--- config.mk ---
export PLATFORM = sky130hd
export DESIGN_NAME = weighted_vertex_skinning_core
export DESIGN_NICKNAME = d
export VERILOG_FILES = /design/src/rtl/wvs_pkg.sv /design/src/rtl/wvs_mult.sv /design/src/rtl/weighted_vertex_skinning_core.sv
export SDC_FILE = /design/constraint.sdc
export NUM_CORES = 2
export LEC_CHECK = 0
export BUFFER_PORTS_ARGS = -buffer_cell sky130_fd_sc_hd__buf_2
export CAP_MARGIN = 20
export CORE_MARGIN = 4
export CORE_UTILIZATION = 50
export DETAILED_ROUTE_END_ITERATION = 12
export GPL_TIMING_DRIVEN = 0
export PLACE_DENSITY = 0.63
export SETUP_SLACK_MARGIN = 0.3
export SLEW_MARGIN = 20
export SYNTH_ARGS = -nofsm -noshare
export SYNTH_HDL_FRONTEND = slang
export SYNTH_HIERARCHICAL = 1
export SYNTH_SLANG_ARGS = --single-unit
--- constraint.sdc ---
create_clock -name clk -period 29.8 [get_ports clk]
set_input_delay 5.96 -clock clk [delete_from_list [all_inputs] [get_ports clk]]
set_output_delay 5.96 -clock clk [all_outputs]
set_load 0.02 [all_outputs]
--- src/rtl/wvs_pkg.sv ---
// Shared types, widths and the per-step operation table of the skinning core.
// No dependencies.
package wvs_pkg;

  // Operand widths of the shared multiplier and its products
  localparam int unsigned OpaW  = 43;   // offset, cross term or biased position
  localparam int unsigned OpbW  = 18;   // quaternion component or bias
  localparam int unsigned ProdW = OpaW + OpbW;
  localparam int unsigned AccW  = 55;   // cross product / rotation partial sums
  localparam int unsigned SumW  = 56;   // vertex accumulators
  localparam int unsigned StepW = 5;
  localparam int unsigned NumOps = 18;  // multiplies per weight
  localparam logic [StepW-1:0] LastStep = StepW'(NumOps);

  // Stream payload widths
  localparam int unsigned InDataW  = 280;
  localparam int unsigned OutDataW = 96;

  // Operand A selectors
  localparam logic [3:0] ASelV0 = 4'd0;
  localparam logic [3:0] ASelV1 = 4'd1;
  localparam logic [3:0] ASelV2 = 4'd2;
  localparam logic [3:0] ASelT0 = 4'd3;
  localparam logic [3:0] ASelT1 = 4'd4;
  localparam logic [3:0] ASelT2 = 4'd5;
  localparam logic [3:0] ASelP0 = 4'd6;
  localparam logic [3:0] ASelP1 = 4'd7;
  localparam logic [3:0] ASelP2 = 4'd8;

  // Operand B selectors
  localparam logic [2:0] BSelUx   = 3'd0;
  localparam logic [2:0] BSelUy   = 3'd1;
  localparam logic [2:0] BSelUz   = 3'd2;
  localparam logic [2:0] BSelW    = 3'd3;
  localparam logic [2:0] BSelBias = 3'd4;

  // What happens to a product once it lands
  typedef enum logic [1:0] {
    FIN_NONE = 2'd0,   // partial sum only
    FIN_T    = 2'd1,   // close t = 2(u x v)
    FIN_R    = 2'd2,   // close rotated, translated position
    FIN_S    = 2'd3    // scale by bias into the vertex sum
  } fin_t;

  typedef struct packed {
    logic [3:0] a_sel;
    logic [2:0] b_sel;
    logic       neg;
    logic       first;
    fin_t       fin;
    logic [1:0] k;
  } op_t;

  typedef enum logic [1:0] {
    ST_IDLE = 2'd0,
    ST_RUN  = 2'd1,
    ST_EMIT = 2'd2
  } state_t;

  function automatic op_t mk(input logic [3:0] a, input logic [2:0] b, input logic n,
                             input logic f, input fin_t fn, input logic [1:0] k);
    op_t o;
    o.a_sel = a; o.b_sel = b; o.neg = n; o.first = f; o.fin = fn; o.k = k;
    return o;
  endfunction

  // Schedule: six multiplies for t, nine for the rotation, three for the bias
  function automatic op_t step_op(input logic [StepW-1:0] idx);
    op_t o;
    o = mk(ASelV0, BSelUx, 1'b0, 1'b1, FIN_NONE, 2'd0);
    case (idx)
      5'd0:  o = mk(ASelV2, BSelUy, 1'b0, 1'b1, FIN_NONE, 2'd0);
      5'd1:  o = mk(ASelV1, BSelUz, 1'b1, 1'b0, FIN_T,    2'd0);
      5'd2:  o = mk(ASelV0, BSelUz, 1'b0, 1'b1, FIN_NONE, 2'd1);
      5'd3:  o = mk(ASelV2, BSelUx, 1'b1, 1'b0, FIN_T,    2'd1);
      5'd4:  o = mk(ASelV1, BSelUx, 1'b0, 1'b1, FIN_NONE, 2'd2);
      5'd5:  o = mk(ASelV0, BSelUy, 1'b1, 1'b0, FIN_T,    2'd2);
      5'd6:  o = mk(ASelT0, BSelW,  1'b0, 1'b1, FIN_NONE, 2'd0);
      5'd7:  o = mk(ASelT2, BSelUy, 1'b0, 1'b0, FIN_NONE, 2'd0);
      5'd8:  o = mk(ASelT1, BSelUz, 1'b1, 1'b0, FIN_R,    2'd0);
      5'd9:  o = mk(ASelT1, BSelW,  1'b0, 1'b1, FIN_NONE, 2'd1);
      5'd10: o = mk(ASelT0, BSelUz, 1'b0, 1'b0, FIN_NONE, 2'd1);
      5'd11: o = mk(ASelT2, BSelUx, 1'b1, 1'b0, FIN_R,    2'd1);
      5'd12: o = mk(ASelT2, BSelW,  1'b0, 1'b1, FIN_NONE, 2'd2);
      5'd13: o = mk(ASelT1, BSelUx, 1'b0, 1'b0, FIN_NONE, 2'd2);
      5'd14: o = mk(ASelT0, BSelUy, 1'b1, 1'b0, FIN_R,    2'd2);
      5'd15: o = mk(ASelP0, BSelBias, 1'b0, 1'b1, FIN_S,  2'd0);
      5'd16: o = mk(ASelP1, BSelBias, 1'b0, 1'b1, FIN_S,  2'd1);
      5'd17: o = mk(ASelP2, BSelBias, 1'b0, 1'b1, FIN_S,  2'd2);
      default: o = mk(ASelV0, BSelUx, 1'b0, 1'b1, FIN_NONE, 2'd0);
    endcase
    return o;
  endfunction

endpackage

--- src/rtl/wvs_mult.sv ---
// Shared signed multiplier with a registered product.
// Depends on wvs_pkg for operand widths.
module wvs_mult (
  input  logic                                   clk,
  input  logic signed [wvs_pkg::OpaW-1:0]        a,
  input  logic signed [wvs_pkg::OpbW-1:0]        b,
  output logic signed [wvs_pkg::ProdW-1:0]       prod
);

  // One product per cycle, registered before any use
  always_ff @(posedge clk) begin
    prod <= wvs_pkg::ProdW'(a) * wvs_pkg::ProdW'(b);
  end

endmodule

--- src/rtl/weighted_vertex_skinning_core.sv ---
// Weighted vertex skinning core: quaternion rotation, translation and bias
// scaling of one weight per beat, through one shared multiplier.
// A new weight is taken only in the idle state, so each weight finishes before the next
// beat: 18 multiplies on the shared unit, then the drain of its product register, then
// the idle state to take the next beat; a last weight adds an emit state, held while the
// previous vertex is unread, and m_tvalid is registered from that state.
// Reset (rst, synchronous) clears the sequencer, output valid and vertex sums.
module weighted_vertex_skinning_core (
  input  logic                              clk,
  input  logic                              rst,
  input  logic                              s_tvalid,
  output logic                              s_tready,
  // rot_x, rot_y, rot_z, rot_w, joint_pos_x/y/z, offset_x/y/z, bias, zero pad
  input  logic [wvs_pkg::InDataW-1:0]       s_tdata,
  input  logic                              s_tlast,   // last_weight
  output logic                              m_tvalid,
  input  logic                              m_tready,
  // vertex_x, vertex_y, vertex_z
  output logic [wvs_pkg::OutDataW-1:0]      m_tdata
);

  localparam int unsigned AW = wvs_pkg::OpaW;

  wvs_pkg::state_t state, state_next;
  logic [wvs_pkg::StepW-1:0] step;
  logic last_q;

  // Latched beat
  logic signed [15:0] ux, uy, uz, uw;
  logic signed [31:0] v0, v1, v2, jp0, jp1, jp2;
  logic [16:0] bias;

  // Intermediates
  logic signed [AW-1:0] t0, t1, t2, p0, p1, p2;
  logic signed [wvs_pkg::AccW-1:0] acc;
  logic signed [wvs_pkg::SumW-1:0] sum0, sum1, sum2;
  logic [31:0] out0, out1, out2;

  logic in_beat, out_beat, last_acc;
  wvs_pkg::op_t iss, aop;
  logic signed [AW-1:0] opa;
  logic signed [wvs_pkg::OpbW-1:0] opb;
  logic signed [wvs_pkg::ProdW-1:0] prod;

  assign in_beat  = s_tvalid && s_tready;
  assign out_beat = m_tvalid && m_tready;
  assign last_acc = (state == wvs_pkg::ST_RUN) && (step == wvs_pkg::LastStep);

  // Next state
  always_comb begin
    state_next = state;
    unique case (state)
      wvs_pkg::ST_IDLE: if (in_beat) state_next = wvs_pkg::ST_RUN;
      wvs_pkg::ST_RUN:  if (last_acc) state_next = last_q ? wvs_pkg::ST_EMIT
                                                            : wvs_pkg::ST_IDLE;
      wvs_pkg::ST_EMIT: if (!m_tvalid || m_tready) state_next = wvs_pkg::ST_IDLE;
      default:          state_next = wvs_pkg::ST_IDLE;
    endcase
  end

  // Outputs of the sequencer
  always_comb begin
    s_tready = (state == wvs_pkg::ST_IDLE);
  end

  always_ff @(posedge clk) begin
    if (rst) begin
      state <= wvs_pkg::ST_IDLE;
      step  <= '0;
    end else begin
      state <= state_next;
      if (in_beat) step <= '0;
      else if (state == wvs_pkg::ST_RUN) step <= step + 1'b1;
    end
  end

  // Capture the input beat
  always_ff @(posedge clk) begin
    if (in_beat) begin
      ux  <= s_tdata[15:0];    uy  <= s_tdata[31:16];
      uz  <= s_tdata[47:32];   uw  <= s_tdata[63:48];
      jp0 <= s_tdata[95:64];   jp1 <= s_tdata[127:96];  jp2 <= s_tdata[159:128];
      v0  <= s_tdata[191:160]; v1  <= s_tdata[223:192]; v2  <= s_tdata[255:224];
      bias   <= s_tdata[272:256];
      last_q <= s_tlast;
    end
  end

  // Issue side: operand selection for the current step
  assign iss = wvs_pkg::step_op(step);

  always_comb begin
    case (iss.a_sel)
      wvs_pkg::ASelV0: opa = AW'(v0);
      wvs_pkg::ASelV1: opa = AW'(v1);
      wvs_pkg::ASelV2: opa = AW'(v2);
      wvs_pkg::ASelT0: opa = t0;
      wvs_pkg::ASelT1: opa = t1;
      wvs_pkg::ASelT2: opa = t2;
      wvs_pkg::ASelP0: opa = p0;
      wvs_pkg::ASelP1: opa = p1;
      wvs_pkg::ASelP2: opa = p2;
      default:         opa = '0;
    endcase
    case (iss.b_sel)
      wvs_pkg::BSelUx:   opb = wvs_pkg::OpbW'(ux);
      wvs_pkg::BSelUy:   opb = wvs_pkg::OpbW'(uy);
      wvs_pkg::BSelUz:   opb = wvs_pkg::OpbW'(uz);
      wvs_pkg::BSelW:    opb = wvs_pkg::OpbW'(uw);
      wvs_pkg::BSelBias: opb = {1'b0, bias};
      default:           opb = '0;
    endcase
  end

  wvs_mult u_mult (.clk(clk), .a(opa), .b(opb), .prod(prod));

  // Accumulate side: the product issued one step earlier
  logic signed [wvs_pkg::AccW-1:0] acc_in, acc_new, prod_s;
  logic signed [wvs_pkg::AccW:0]   acc_rnd;
  logic signed [AW-1:0] t_new, r_rnd, vk, jk, p_new;
  logic signed [wvs_pkg::ProdW:0] s_rnd;
  logic signed [AW+1:0] s_val;
  logic signed [wvs_pkg::SumW-1:0] sum_k;
  logic signed [wvs_pkg::SumW:0] sum_wide;
  logic signed [wvs_pkg::SumW-1:0] sum_sat;
  logic acc_en;

  assign aop    = wvs_pkg::step_op(step - 1'b1);
  assign acc_en = (state == wvs_pkg::ST_RUN) && (step != '0);

  always_comb begin
    prod_s  = prod[wvs_pkg::AccW-1:0];
    acc_in  = aop.first ? '0 : acc;
    acc_new = aop.neg ? acc_in - prod_s : acc_in + prod_s;
    // t = round(2c / 2^14) = floor((c + 2^12) / 2^13)
    acc_rnd = {acc_new[wvs_pkg::AccW-1], acc_new} + (wvs_pkg::AccW+1)'(1 << 12);
    t_new   = AW'(acc_rnd >>> 13);
    // rotated term rounded by 2^14
    acc_rnd = {acc_new[wvs_pkg::AccW-1], acc_new} + (wvs_pkg::AccW+1)'(1 << 13);
    r_rnd   = AW'(acc_rnd >>> 14);
    case (aop.k)
      2'd0:    begin vk = AW'(v0); jk = AW'(jp0); sum_k = sum0; end
      2'd1:    begin vk = AW'(v1); jk = AW'(jp1); sum_k = sum1; end
      default: begin vk = AW'(v2); jk = AW'(jp2); sum_k = sum2; end
    endcase
    p_new = vk + r_rnd + jk;
    // bias scaling, rounded by 2^16, then saturating add
    s_rnd    = {prod[wvs_pkg::ProdW-1], prod} + (wvs_pkg::ProdW+1)'(1 << 15);
    s_val    = (AW+2)'(s_rnd >>> 16);
    sum_wide = {sum_k[wvs_pkg::SumW-1], sum_k} + (wvs_pkg::SumW+1)'(s_val);
    if (sum_wide[wvs_pkg::SumW] != sum_wide[wvs_pkg::SumW-1])
      sum_sat = sum_wide[wvs_pkg::SumW] ? {1'b1, {(wvs_pkg::SumW-1){1'b0}}}
                                        : {1'b0, {(wvs_pkg::SumW-1){1'b1}}};
    else
      sum_sat = sum_wide[wvs_pkg::SumW-1:0];
  end

  // Partial sums, t and p registers
  always_ff @(posedge clk) begin
    if (acc_en) begin
      acc <= acc_new;
      if (aop.fin == wvs_pkg::FIN_T) begin
        case (aop.k)
          2'd0:    t0 <= t_new;
          2'd1:    t1 <= t_new;
          default: t2 <= t_new;
        endcase
      end
      if (aop.fin == wvs_pkg::FIN_R) begin
        case (aop.k)
          2'd0:    p0 <= p_new;
          2'd1:    p1 <= p_new;
          default: p2 <= p_new;
        endcase
      end
    end
  end

  // Output clamp to 32 bits
  function automatic logic [31:0] clamp32(input logic signed [wvs_pkg::SumW-1:0] x);
    logic [31:0] r;
    if (x[wvs_pkg::SumW-1:31] == '0 || x[wvs_pkg::SumW-1:31] == '1)
      r = x[31:0];
    else
      r = x[wvs_pkg::SumW-1] ? 32'h8000_0000 : 32'h7FFF_FFFF;
    return r;
  endfunction

  logic emit_go;
  assign emit_go = (state == wvs_pkg::ST_EMIT) && (!m_tvalid || m_tready);

  // Vertex sums: scaled adds, cleared on reset and when the vertex is emitted
  always_ff @(posedge clk) begin
    if (rst || emit_go) begin
      sum0 <= '0; sum1 <= '0; sum2 <= '0;
    end else if (acc_en && aop.fin == wvs_pkg::FIN_S) begin
      case (aop.k)
        2'd0:    sum0 <= sum_sat;
        2'd1:    sum1 <= sum_sat;
        default: sum2 <= sum_sat;
      endcase
    end
  end

  // Result register
  always_ff @(posedge clk) begin
    if (rst) m_tvalid <= 1'b0;
    else if (emit_go) m_tvalid <= 1'b1;
    else if (out_beat) m_tvalid <= 1'b0;
  end

  always_ff @(posedge clk) begin
    if (emit_go) begin
      out0 <= clamp32(sum0);
      out1 <= clamp32(sum1);
      out2 <= clamp32(sum2);
    end
  end

  assign m_tdata = {out2, out1, out0};

endmodule

==> impl_metrics.py <==
metrics = {
    "placement": {
        "dpl_cell_area_mm2": 0.08056,
        "hpwlAfterDp_mm": 210.2,
        "portBuffers": 375,
        "gp_congestion": 0.9860,
    },
    "route": {
        "routed_via_density": 5.788,
        "route.antenna.remaining_nets": 0,
        "drt-total-wl_mm": 258.8,
        "drt-initial-drc-count": 6626,
        "post_drt_wl_per_cell_um": 25.04,
        "dr.pass1.iters": 6,
        "num_vias": 59820,
        "drc": 0,
    },
    "synth": {
        "avgSynthCellArea_um2": 9.762,
        "ys_seq_area_share_pct": 33.72,
        "yosys.area.top_type": "edfxtp_1",
        "synth_top_area_share_pct": 27.23,
        "yosys.cell_count.top_type": "inv_1",
        "synth_area_mm2": 0.07531,
        "ys_types": 120,
        "synth_edf_count": 683,
        "syn-num-nets": 9087,
        "synthArstFlopShare_pct": 0,
        "synth_flop_cell": "edfxtp_1",
        "synth_warnings": 6,
        "syn-instance-count": 7715,
        "synth.area.top_cells": "edfxtp_1, fa_1, dfxtp_1, inv_1, ha_1",
        "ys_ff_latch": 927,
        "synthTopCellsByCount": "inv_1, nand2_1, fa_1",
    },
    "sta": {
        "max_freq_mhz": 77.61,
        "hold_viol_final": 0,
        "maxSlewViolCount": 0,
        "clock_skew_ns": 0.04177,
        "worst_pin_slew_ns": 1.330,
        "grt_setup_unrepaired": "false",
        "fin_setup_tns_ns": 0,
        "slew_headroom_pct": 11.35,
        "finalSetupViolCount": 0,
        "post-route-min-period_ns": 12.89,
        "fin_crit_sh_pct": 43.24,
    },
    "clock_tree": {
        "clock_path_buffers": 3,
        "root_buffer": "clkbuf_16",
        "clkTransAtPathRegs_ns": 0.06,
        "post_cts_resized": 0,
        "clk_latency_ns": 0.75,
        "post_cts_buffers": 0,
        "cts_tree": "done",
        "cts.sink_count": 927,
        "numCtsBuffers": 97,
        "htreeDepth": 3,
        "cts_hold_buf": 0,
    },
    "run_status": {
        "status": "completed",
    },
    "critical_path": {
        "r2r_end": "p0[42]",
        "cp_num_buf_inv": 7,
        "slowest_stage": "xnor2_1",
        "reg2regPathDepth": 38,
        "crit_path_frequent_cell": "xnor2_1",
        "timing.rr.start": "step[0]",
        "crit_cells": 38,
        "arrival_ns": 13.35,
        "cpPeakStageDelay_ns": 0.75,
        "cp_max_fo": 10,
        "cp-start-kind": "register",
        "critPathTopFamily": "compound AO/OA/AOI/OAI gates",
        "worstSetupEndpointType": "register",
        "cp-startpoint": "step[0]",
        "r2r_setup_slack_ns": 16.91,
        "endpoint": "p0[42]",
        "crit_type": "reg2reg",
        "required_ns": 30.26,
    },
    "floorplanning": {
        "die_area_mm2": 0.1569,
        "ios": 383,
        "core_area_mm2": 0.1498,
        "initial_utilization_pct": 50.28,
        "die_x_um": 396.1,
        "rows": 142,
        "die_y_um": 396.1,
    },
    "cells_and_area": {
        "n_fill_cell": 13360,
        "syn_to_final_growth_pct": 11.42,
        "fin_area_mm2": 0.08391,
        "drive_gt1_share_pct": 8.733,
        "nNetsFinal": 9605,
    },
    "grt": {
        "antenna_found_initial": 12,
        "grt_pass1_wl_mm": 381.3,
        "grt_max_degree": 64,
        "grt_pass1_vias": 60010,
        "grt-ovfl-total": 0,
        "gr-usage-all-layers_pct": 32.62,
    },
    "hold_path": {
        "hold_class": "reg2reg",
        "whs_path_depth": 2,
    },
    "flow_run": {
        "maxCapViolations": 0,
    },
}
-- metrics by stage --
stage / worst slack (ns) / utilization [%] / hold slack [ns] / std cells
global placement: 12.26 / 53.22 / 0.4580 / 10110
global route: 16.03 / 56.02 / 0.4979 / 10330
CTS: 17.14 / 56.00 / 0.4824 / 10330
detailed placement: 17.17 / 53.79 / 0.4697 / 10150
finish: 16.91 / 56.03 / 0.4785 / 10340
floorplan: 15.52 / - / 0.4461 / 7715
-- routing by layer --
metal | wire (um) | track usage [%] | share of wire, % | up-vias
met2 | 112800 | 50.22 | 44 | 3284
met3 | 26870 | 8.120 | 10 | 688
met5 | 34 | 0 | 0.013 | -
met1 | 102200 | 42.76 | 39 | 29140
li1 | - | - | - | 26700
met4 | 16900 | 17.14 | 6.5 | 4
-- sequential cells by signal (all words and copies together) (netlist names), 32 cells and up --
signal,flops
p1,43
jp0,32
v2,32
out0,32
sum2,56
t0,43
out1,32
p2,43
t1,43
v0,32
p0,43
jp1,32
jp2,32
t2,43
sum1,56
v1,32
u_mult/prod,61
out2,32
acc,55
sum0,56
-- layout make-up --
class / count / area [um2] / area share, %
Multi-Input combinational cell: 5283 / 44330 / 52.82
Sequential cell: 927 / 25390 / 30.26
Inverter: 1073 / 4028 / 4.800
Clock buffer: 131 / 2766 / 3.297
Timing Repair Buffer: 419 / 2591 / 3.088
Tap cell: 2016 / 2522 / 3.006
Buffer: 432 / 1723 / 2.053
Clock inverter: 48 / 546.8 / 0.6516
Antenna cell: 6 / 15.01 / 0.01789
-- worst register-to-register path: cells and delay by family, from the launching register on --
kind / cells / cell delay, ns
xor gates and xnor gates: 5 / 2.44
AOI/OAI and AO/OA: 14 / 4.15
and+or+nand+nor: 7 / 1.97
buffers and inverters: 7 / 1.89
adders and majority gates: 5 / 1.77
DFF: 1 / 0.41
-- cell usage in the layout (no fill, tap or decap), types with 128 or more instances in the layout --
master / instances
nand2_1: 963
xnor2_1: 241
o21ai_0: 412
a21oi_1: 317
inv_1: 1068
xor2_1: 128
edfxtp_1: 683
mux2i_1: 184
nor2_1: 412
and2_1: 294
clkbuf_1: 387
buf_2: 401
dfxtp_1: 244
fa_1: 774
ha_1: 313
-- cell families (layout without fill, tap and decap cells) --
group / count (synthesis) / after routing / share of synthesized area (%)
adders and majority gates: 1087 / 1087 / 25.77
and+or+nand+nor: 2229 / 2229 / 13.85
AOI/OAI and AO/OA: 1401 / 1401 / 12.10
muxes: 193 / 193 / 2.595
buffers and inverters: 1505 / 2103 / 7.614
xor gates and xnor gates: 373 / 373 / 4.358
DFF: 927 / 927 / 33.72
other: 0 / 6 / 0
-- worst min path at each step --
stage | start | end | slack [ns]
CTS | sum1[7] | sum1[7] | 0.48
floorplan | sum0[0] | sum0[0] | 0.45
finish | sum1[19] | sum1[19] | 0.48
detailed placement | sum1[7] | sum1[7] | 0.47
global route | sum0[30] | sum0[30] | 0.50
global placement | sum1[10] | sum1[10] | 0.46
Power is not shown: default switching activity piles up to over one toggle a cycle in this logic, so the estimate is an artifact.
